==> config.mk <==
export PLATFORM = sky130hd
export DESIGN_NAME = i2c_master_byte_sequencer_core
export DESIGN_NICKNAME = d
export VERILOG_FILES = /design/src/design/i2cms_pkg.sv /design/src/design/i2cms_core.sv /design/src/design/i2c_master_byte_sequencer_core.sv
export SDC_FILE = /design/constraint.sdc
export NUM_CORES = 1
export LEC_CHECK = 0
export ABC_AREA = 1
export BUFFER_PORTS_ARGS = -buffer_cell sky130_fd_sc_hd__buf_2
export CAP_MARGIN = 20
export CORE_ASPECT_RATIO = 1.5
export CORE_UTILIZATION = 45
export DETAILED_ROUTE_END_ITERATION = 8
export SYNTH_ARGS = -nofsm -noshare
export SYNTH_HDL_FRONTEND = slang
export SYNTH_HIERARCHICAL = 1
export SYNTH_SLANG_ARGS = --single-unit
==> constraint.sdc <==
create_clock -name clk -period 14.5 [get_ports clk]
set_clock_uncertainty 0.15 [all_clocks]
set_input_delay 2.9 -clock clk [delete_from_list [all_inputs] [get_ports clk]]
set_output_delay 2.9 -clock clk [all_outputs]
set_load 0.01 [all_outputs]
==> src/design/i2cms_pkg.sv <==
// Shared types and constants for the I2C master byte sequencer.
// No dependencies; used by i2cms_core, i2c_master_byte_sequencer_core and the bench.
`timescale 1ns / 1ps

package i2cms_pkg;

  typedef enum logic [1:0] {
    CMD_START = 2'd0,
    CMD_STOP  = 2'd1,
    CMD_WRITE = 2'd2,
    CMD_READ  = 2'd3
  } cmd_t;

  localparam logic [15:0] PHASE_TICKS_RESET = 16'd50;

  localparam logic [4:0] LAST_PHASE_SHORT = 5'd3;
  localparam logic [4:0] LAST_PHASE_WRITE = 5'd27;
  localparam logic [4:0] LAST_PHASE_READ  = 5'd19;

  // Write sequence landmarks
  localparam logic [4:0] WR_DATA_END  = 5'd24;
  localparam logic [4:0] WR_ACK_SCL_L = 5'd24;
  localparam logic [4:0] WR_ACK_SDA   = 5'd25;
  localparam logic [4:0] WR_ACK_SCL_H = 5'd26;

  // Read sequence landmarks
  localparam logic [4:0] RD_SCL_L0   = 5'd0;
  localparam logic [4:0] RD_SDA_REL  = 5'd1;
  localparam logic [4:0] RD_BITS_LO  = 5'd2;
  localparam logic [4:0] RD_ACK_SDA  = 5'd18;

  // One tick of input
  typedef struct packed {
    logic       cmd_valid;
    logic [1:0] func;
    logic [7:0] write_byte;
    logic       send_ack;
    logic       sda_in;
  } item_t;

  // One tick of output
  typedef struct packed {
    logic       scl_level;
    logic       sda_release;
    logic       busy_res;
    logic       done_res;
    logic [7:0] read_byte;
    logic       ack_seen;
  } result_t;

  // Bit number of a write data phase: idx / 3 via reciprocal (exact for idx < 24)
  function automatic logic [2:0] wr_bit_num(input logic [4:0] idx);
    logic [9:0] prod;
    prod = 10'(idx) * 10'd11;
    return prod[7:5];
  endfunction

endpackage

==> src/design/i2cms_core.sv <==
// Sequencer state and single-tick step logic for the I2C master.
// Depends on i2cms_pkg.
`timescale 1ns / 1ps

module i2cms_core (
  input  logic                clk,
  input  logic                rst,
  input  logic                step,
  input  i2cms_pkg::item_t    item,
  input  logic [15:0]         phase_ticks,
  output i2cms_pkg::result_t  result
);

  i2cms_pkg::cmd_t command_latched, command_latched_next;
  logic        active, active_next;
  logic [4:0]  phase_index, phase_index_next;
  logic [15:0] tick_count, tick_count_next;
  logic [7:0]  shift_data, shift_data_next;
  logic        ack_to_send, ack_to_send_next;
  logic        scl_out, scl_out_next;
  logic        sda_out, sda_out_next;
  logic        ack_flag, ack_flag_next;
  logic [7:0]  read_result, read_result_next;

  logic [16:0] len;
  logic [4:0]  last_phase;
  logic [2:0]  bit_num;
  logic [4:0]  bit_base;
  logic [4:0]  bit_rem;
  logic        phase_end;
  logic        done;

  always_comb begin
    command_latched_next = command_latched;
    active_next          = active;
    phase_index_next     = phase_index;
    tick_count_next      = tick_count;
    shift_data_next      = shift_data;
    ack_to_send_next     = ack_to_send;
    scl_out_next         = scl_out;
    sda_out_next         = sda_out;
    ack_flag_next        = ack_flag;
    read_result_next     = read_result;
    done                 = 1'b0;
    phase_end            = 1'b0;
    len       = (phase_ticks == 16'd0) ? 17'd1 : {1'b0, phase_ticks};
    last_phase = i2cms_pkg::LAST_PHASE_SHORT;
    bit_num   = 3'd0;
    bit_base  = 5'd0;
    bit_rem   = 5'd0;

    // Latch a new command when idle
    if (!active && item.cmd_valid) begin
      command_latched_next = i2cms_pkg::cmd_t'(item.func);
      active_next          = 1'b1;
      phase_index_next     = 5'd0;
      tick_count_next      = 16'd0;
      ack_to_send_next     = item.send_ack;
      shift_data_next      = (item.func == i2cms_pkg::CMD_WRITE) ? item.write_byte : 8'd0;
    end

    unique case (command_latched_next)
      i2cms_pkg::CMD_WRITE: last_phase = i2cms_pkg::LAST_PHASE_WRITE;
      i2cms_pkg::CMD_READ:  last_phase = i2cms_pkg::LAST_PHASE_READ;
      default:              last_phase = i2cms_pkg::LAST_PHASE_SHORT;
    endcase

    bit_num  = i2cms_pkg::wr_bit_num(phase_index_next);
    bit_base = 5'({2'b00, bit_num} * 5'd3);
    bit_rem  = phase_index_next - bit_base;

    if (active_next) begin
      // Pin update on the first tick of a phase
      if (tick_count_next == 16'd0) begin
        unique case (command_latched_next)
          i2cms_pkg::CMD_START, i2cms_pkg::CMD_STOP: begin
            if (phase_index_next[0]) begin
              sda_out_next = (command_latched_next == i2cms_pkg::CMD_START)
                             ? (phase_index_next[1:0] == 2'd1)
                             : (phase_index_next[1:0] == 2'd3);
            end else begin
              scl_out_next = phase_index_next[1];
            end
          end
          i2cms_pkg::CMD_WRITE: begin
            if (phase_index_next < i2cms_pkg::WR_DATA_END) begin
              if (bit_rem == 5'd0) scl_out_next = 1'b0;
              else if (bit_rem == 5'd1) sda_out_next = shift_data_next[~bit_num];
              else scl_out_next = 1'b1;
            end else if (phase_index_next == i2cms_pkg::WR_ACK_SCL_L) begin
              scl_out_next = 1'b0;
            end else if (phase_index_next == i2cms_pkg::WR_ACK_SDA) begin
              sda_out_next = 1'b1;
            end else if (phase_index_next == i2cms_pkg::WR_ACK_SCL_H) begin
              scl_out_next = 1'b1;
            end else begin
              scl_out_next = 1'b0;
            end
          end
          default: begin
            if (phase_index_next == i2cms_pkg::RD_SCL_L0) scl_out_next = 1'b0;
            else if (phase_index_next == i2cms_pkg::RD_SDA_REL) sda_out_next = 1'b1;
            else if (phase_index_next < i2cms_pkg::RD_ACK_SDA) scl_out_next = ~phase_index_next[0];
            else if (phase_index_next == i2cms_pkg::RD_ACK_SDA) sda_out_next = ~ack_to_send_next;
            else scl_out_next = 1'b1;
          end
        endcase
      end

      phase_end = ({1'b0, tick_count_next} + 17'd1) >= len;
      if (phase_end) begin
        // Sample on the last tick of a phase
        if (command_latched_next == i2cms_pkg::CMD_WRITE &&
            phase_index_next == i2cms_pkg::WR_ACK_SCL_H) begin
          ack_flag_next = ~item.sda_in;
        end else if (command_latched_next == i2cms_pkg::CMD_READ &&
                     phase_index_next >= i2cms_pkg::RD_BITS_LO &&
                     phase_index_next < i2cms_pkg::RD_ACK_SDA &&
                     !phase_index_next[0]) begin
          shift_data_next = {shift_data_next[6:0], item.sda_in};
        end
        tick_count_next = 16'd0;
        if (phase_index_next >= last_phase) begin
          done             = 1'b1;
          active_next      = 1'b0;
          phase_index_next = 5'd0;
          if (command_latched_next == i2cms_pkg::CMD_READ) read_result_next = shift_data_next;
        end else begin
          phase_index_next = phase_index_next + 5'd1;
        end
      end else begin
        tick_count_next = tick_count_next + 16'd1;
      end
    end
  end

  always_ff @(posedge clk) begin
    if (rst) begin
      command_latched <= i2cms_pkg::CMD_START;
      active          <= 1'b0;
      phase_index     <= 5'd0;
      tick_count      <= 16'd0;
      shift_data      <= 8'd0;
      ack_to_send     <= 1'b0;
      scl_out         <= 1'b1;
      sda_out         <= 1'b1;
      ack_flag        <= 1'b0;
      read_result     <= 8'd0;
    end else if (step) begin
      command_latched <= command_latched_next;
      active          <= active_next;
      phase_index     <= phase_index_next;
      tick_count      <= tick_count_next;
      shift_data      <= shift_data_next;
      ack_to_send     <= ack_to_send_next;
      scl_out         <= scl_out_next;
      sda_out         <= sda_out_next;
      ack_flag        <= ack_flag_next;
      read_result     <= read_result_next;
    end
  end

  assign result.scl_level   = scl_out_next;
  assign result.sda_release = sda_out_next;
  assign result.busy_res    = active || (item.cmd_valid && !active);
  assign result.done_res    = done;
  assign result.read_byte   = read_result_next;
  assign result.ack_seen    = ack_flag_next;

  a_done_busy: assert property (@(posedge clk) disable iff (rst)
    step && result.done_res |-> result.busy_res)
    else $error("done without busy");

  a_done_idle: assert property (@(posedge clk) disable iff (rst)
    step && result.done_res |=> !active && phase_index == 5'd0)
    else $error("sequence did not return to idle after done");

  a_hold: assert property (@(posedge clk) disable iff (rst)
    !step |=> $stable(phase_index) && $stable(tick_count) && $stable(active))
    else $error("state moved without a tick");

  a_idle_clear: assert property (@(posedge clk) disable iff (rst)
    !active |-> tick_count == 16'd0 && phase_index == 5'd0)
    else $error("idle with nonzero counters");

  a_phase_range: assert property (@(posedge clk) disable iff (rst)
    phase_index <= i2cms_pkg::LAST_PHASE_WRITE)
    else $error("phase index out of range");

endmodule

==> src/design/i2c_master_byte_sequencer_core.sv <==
// Top level of the I2C master byte sequencer: input word register, step core,
// output word register and the phase length register. Depends on i2cms_pkg, i2cms_core.
`timescale 1ns / 1ps

// Channel  Handshake                  Payload
// in       in_valid / in_ready        cmd_valid, func, write_byte, send_ack, sda_in
// out      out_valid / out_ready      scl_level, sda_release, busy_res, done_res,
//                                     read_byte, ack_seen
// cfg      cfg_valid / cfg_ready      cfg_data (phase_ticks)
//
// One input word per clock while the output is not stalled; path: input register, then the
// step logic of i2cms_core feeding the output register.
// Reset (rst, synchronous) idles the sequencer, lines released, phase_ticks = 50.
// An output stall holds the output word and stops the step; in_ready stays high
// while the input register is empty or moving. cfg_ready is always high.

module i2c_master_byte_sequencer_core (
  input  logic        clk,
  input  logic        rst,
  input  logic        in_valid,
  output logic        in_ready,
  input  logic        cmd_valid,
  input  logic [1:0]  func,
  input  logic [7:0]  write_byte,
  input  logic        send_ack,
  input  logic        sda_in,
  output logic        out_valid,
  input  logic        out_ready,
  output logic        scl_level,
  output logic        sda_release,
  output logic        busy_res,
  output logic        done_res,
  output logic [7:0]  read_byte,
  output logic        ack_seen,
  input  logic        cfg_valid,
  output logic        cfg_ready,
  input  logic [15:0] cfg_data
);

  logic                in_q_valid;
  i2cms_pkg::item_t    in_q;
  i2cms_pkg::result_t  step_res;
  i2cms_pkg::result_t  out_q;
  logic [15:0]         phase_ticks;
  logic                advance;

  assign advance   = in_q_valid && (!out_valid || out_ready);
  assign in_ready  = !in_q_valid || advance;
  assign cfg_ready = 1'b1;

  always_ff @(posedge clk) begin
    if (rst) begin
      in_q_valid  <= 1'b0;
      out_valid   <= 1'b0;
      phase_ticks <= i2cms_pkg::PHASE_TICKS_RESET;
    end else begin
      if (in_ready) in_q_valid <= in_valid;
      if (advance) out_valid <= 1'b1;
      else if (out_ready) out_valid <= 1'b0;
      if (cfg_valid) phase_ticks <= cfg_data;
    end
  end

  // Payload registers, no reset
  always_ff @(posedge clk) begin
    if (in_valid && in_ready) begin
      in_q.cmd_valid  <= cmd_valid;
      in_q.func       <= func;
      in_q.write_byte <= write_byte;
      in_q.send_ack   <= send_ack;
      in_q.sda_in     <= sda_in;
    end
    if (advance) out_q <= step_res;
  end

  i2cms_core u_core (
    .clk         (clk),
    .rst         (rst),
    .step        (advance),
    .item        (in_q),
    .phase_ticks (phase_ticks),
    .result      (step_res)
  );

  assign scl_level   = out_q.scl_level;
  assign sda_release = out_q.sda_release;
  assign busy_res    = out_q.busy_res;
  assign done_res    = out_q.done_res;
  assign read_byte   = out_q.read_byte;
  assign ack_seen    = out_q.ack_seen;

endmodule

==> Yosys cells after proc, flatten, opt, wreduce, memory -nomap -nowiden <==
Index checks and enable logic that the tools add are counted.
{ "totals": {"register_bits": 88, "input_bits": 34, "output_inout_bits": 16} }
{ "op_classes": {"addsub": 4, "n_mul": 2, "magnitude_cmp": 6, "n_eq_ne": 12, "mux": 61, "n_bitwise": 4, "n_reduce_logical": 22} }
{ "op_table": {"columns": ["op", "count"], "rows": [
  ["$mux W8", 10],
  ["$mux W16", 4],
  ["$mux W1", 38],
  ["$logic_not A16 Y1", 2],
  ["$eq A5 B5 Y1 const B", 4],
  ["$mux W5", 4],
  ["$add A16 B1 Y17 const B", 1],
  ["$ge A17 B17 Y1", 1],
  ["$add A16 B1 Y16 const B", 1],
  ["$eq A5 B1 Y1 const B", 2],
  ["$logic_not A5 Y1", 2],
  ["$lt A5 B5 Y1 const B", 2],
  ["$pmux W5 S2", 1],
  ["$eq A2 B2 Y1 const B", 4],
  ["$mul A5 B4 Y8 const B", 1],
  ["$logic_and A1 B1 Y1", 7],
  ["$add A5 B1 Y5 const B", 1],
  ["$ge A5 B2 Y1 const B", 1],
  ["$ge A5 B5 Y1", 1],
  ["$mul A3 B2 Y5 const B", 1],
  ["$sub A5 B5 Y5", 1],
  ["$eq A2 B1 Y1 const B", 2],
  ["$logic_not A1 Y1", 4],
  ["$lt A3 B4 Y1 const B", 1],
  ["10 further kinds", 15]
]} }

==> Logic depth before layout (Yosys ltp) <==
{ "logic_depth": {"ltp_word": 13, "mapped_depth": 35} }

==> Cells and area by module <==
Netlist, hierarchy kept.
{ "by_module_without_submodules": {"columns": ["module", "instances", "cells_each", "area_each_um2", "seq_area_each_um2"], "rows": [
  ["i2cms_core", 1, 677, 4339.2, 880.8],
  ["i2c_master_byte_sequencer_core", 1, 109, 1426.4, 1141.1]
]} }

==> Worst setup path before layout <==
No wires, ideal clock.
{ "synth_path": {"path_type": "input to output", "startpoint": "in out_ready", "endpoint": "out in_ready", "arrival_ns": 3.104, "slack_ns": 8.346, "path_stages": 2, "path_buffers": 0, "path_cell_list": "inv_1 nand3_1"} }
{ "synth_via": {"elab_chain_len": 3} }
{ "synth_lines": {"columns": ["item", "line_no", "text"], "rows": [
  ["start: declaration", "i2c_master_byte_sequencer_core.sv:28", "input logic out_ready,"],
  ["$logic_or A1 B1 Y1", "i2c_master_byte_sequencer_core.sv:47", "assign advance = in_q_valid && (!out_valid || out_ready);"],
  ["$logic_and A1 B1 Y1", "i2c_master_byte_sequencer_core.sv:47", null],
  ["$logic_or A1 B1 Y1", "i2c_master_byte_sequencer_core.sv:48", "assign in_ready = !in_q_valid || advance;"],
  ["end: declaration", "i2c_master_byte_sequencer_core.sv:21", "output logic in_ready,"]
]} }
No other way between the ends.

==> Final worst setup path <==
Same ends and word-level chain as after synthesis.

==> out/summary.txt <==
Worst Path Arrival = 3.40 ns
Commonest cells after routing, fill and taps aside = nand2_1, inv_1, nor2_1
Crit path buffers/inverters = 3
FF+latch count, synth = 88
Slew margin rel. = 39.2%
CTS tree = done
Ys async rst share = 0%
Share of cells above drive strength 1 = 12.7%
Max-Cap Viols = 0
Post-Place Setup Slack = 8.05 ns
Metal-1 WL = 5220 um
Netlist cell types = 48
Final hold viol count = 0
Worst path slowest cell = buf_2
Most common cell after layout, fill and taps aside = nand2_1
Clk slew on worst S/H paths = 0.07 ns
Max rail drop VDD = 0.0613 mV
Outcome = complete, no violations
WP data required = 11.45 ns
Most frequent CP cell = buf_2
Post-synth top area share = 21.5%
Worst hold path type = reg -> reg
Reg-to-Reg Start = u_core/active
Htree depth = 3
Core Rows = 50
DP Wirelength = 10,700 um
Antenna violations before repair = 0
Hold Crit Depth = 2
Reg power frac = 47.6%
Die Height = 141 um
Reg2reg path depth = 31
Synth warnings = 6
Antenna cells = 0
Final Critical Period = 6.45 ns
Vias per std cell = 5.26
Final worst slack = 8.05 ns
Largest net degree at the start of global routing = 49
RSZ-0062 raised after global routing = false
R2R Setup Slk = 8.74 ns
Setup_tns = 0 ns
Vias in the first global route = 5,000
Final worst path period share = 44.5%
Top Layer Used = met4
WL/cell = 14.2 um
WL met3 = 501 um
Final setup fails = 0
Sw Pwr = 0.149 mW
Top Family by Delay on Critical Path = buffers and inverters
DRT Pass-1 Iters = 6
Critical path's largest stage delay = 0.17 ns
Pins over their slew limit = 0
Logic pwr share = 10.7%
Max Fclk = 155 MHz
Die X = 94.4 um
Post-CTS Setup Repair Bufs = 0
Remaining Overflow, GRT = 0
Placer congestion estimate = 0.873
Worst hold start = phase_ticks[1]
Drt drc = 0
Metal2 WL = 7710 um
Crit. End Element = output pin
Synth area leaders = dfxtp_1, edfxtp_1, nand2_1
Initial core utilization = 46.1%
Cells after synthesis = 786
Hold_buf cts = 0
CP Max Fanout = 3
All-Layer GR Usage = 22.2%
Root Buffer = clkbuf_16
CTS Buf Count = 9
Crit start category = input port
Die footprint = 13,300 um2
Power per standard cell area = 90.0 nW/um2
I/O Pins = 50
Switching part of the total power = 26.1%
Avg Cell Area, Syn = 7.34 um2
Syn_nets = 862
NumNets Final = 898
Clk buf depth = 2
Clock sink count = 88
DR vias = 5,172
Post-synthesis cell area = 5770 um2
DR iter-0 viols = 190
Cts repair resizes = 0
Worst skew pair latency = 0.35 ns
Hold Path End = phase_ticks[1]
Layout area overhead = 9.81%
Clock share of power = 41.7%
EDFF count, synth = 26
Worst path cell trace = buf_2 > inv_1 > nand3_1 > buf_2
Worst-Margin Slew = 0.912 ns
Post-synth top area cell = dfxtp_1
Reg2reg end = sda_release
Seq/Total Area, Yosys = 35.1%
Pint = 0.421 mW
Drt total wl = 14,000 um
ANT nets after route = 0
I/O Buffers = 48
Post-synth top flop = dfxtp_1
Pleak = 3.08 nW
Crit Path Category = in -> out
Core ar. = 12,500 um2
Global-route wire length before repair = 22,800 um
flip-flops by register name (all words and copies together) (netlist names), 2 cells and up:
| name | count |
|---|---|
| u_core/shift_data | 8 |
| in_q | 13 |
| u_core/read_result | 8 |
| read_byte | 8 |
| u_core/command_latched | 2 |
| phase_ticks | 16 |
| u_core/tick_count | 16 |
| u_core/phase_index | 5 |
worst register-to-register path, delay by kind of cell, from the launching register on:
family	cells	cell delay, ns
compound gates	7	0.92
xor+xnor	2	0.46
fa+ha+maj	5	1.64
buf+inv	6	0.65
flops	1	0.43
simple gates	11	1.25
final cells by class:
type	count	area [um2]
Inverter	111	419
Tap cell	156	195
Fill cell	1257	6180
Clock buffer	9	225
Multi-Input combinational cell	562	3140
Clock inverter	7	76.3
Sequential cell	88	2020
Timing Repair Buffer	50	255
worst max path at each step:
stage / start / endpoint / slack [ns] / depth (start not counted)
after floorplan: out_ready / in_ready / 8.35 / 2
after global placement: out_ready / in_ready / 8.07 / 4
after detailed placement: out_ready / in_ready / 8.05 / 4
after CTS: out_ready / in_ready / 8.05 / 4
after global routing: out_ready / in_ready / 8.02 / 4
final: out_ready / in_ready / 8.05 / 4
cells in the mapped netlist (all sizes together) (3+ instances only):
cell,instances
inv,108
clkinv,3
nor2,98
nor3,5
ha,40
nor4,4
nand2,202
buf,16
nand3b,5
a21oi,56
o211ai,14
o21ai,36
a22oi,3
clkbuf,9
dfxtp,62
nand3,56
xnor2,6
edfxtp,26
nand4,9
xor2,12
per-layer routing:
layer	global-route usage, %	up-vias
met5	0	-
met4	11.4	0
met3	3.72	40
met2	43.2	154
met1	21.6	2352
li1	-	2626
through the flow:
stage	hold WS, ns	utilization (%)	instances	total power, mW	cell area [um2]
4_1_cts	0.315	50.6	983	0.577	6330
6_report	0.311	50.6	983	0.570	6330
3_3_place_gp	0.291	48.2	967	0.335	6030
2_1_floorplan	0.279	-	786	0.321	5770
3_5_place_dp	0.297	48.2	967	0.338	6030
5_1_grt	0.336	50.6	983	0.595	6330
power groups by stage:
stage / sequential, mW / combinational, mW / clock, mW
final: 0.271 / 0.0609 / 0.238
after global routing: 0.272 / 0.0694 / 0.253
after CTS: 0.271 / 0.0610 / 0.245
after detailed placement: 0.277 / 0.0608 / 0
after global placement: 0.277 / 0.0586 / 0
after floorplan: 0.276 / 0.0448 / 0
cell families after synthesis:
| logic type | after synthesis | synth area share, % |
|---|---|---|
| buffers and inverters | 136 | 10.7 |
| muxes | 2 | 0.347 |
| xor gates and xnor gates | 18 | 2.86 |
| and+or+nand+nor | 380 | 30.1 |
| adders and majority gates | 42 | 9.38 |
| other | 1 | 0.0650 |
| AOI/OAI and AO/OA | 119 | 11.5 |
| DFF | 88 | 35.1 |
Power figures use the tool's default switching activity.
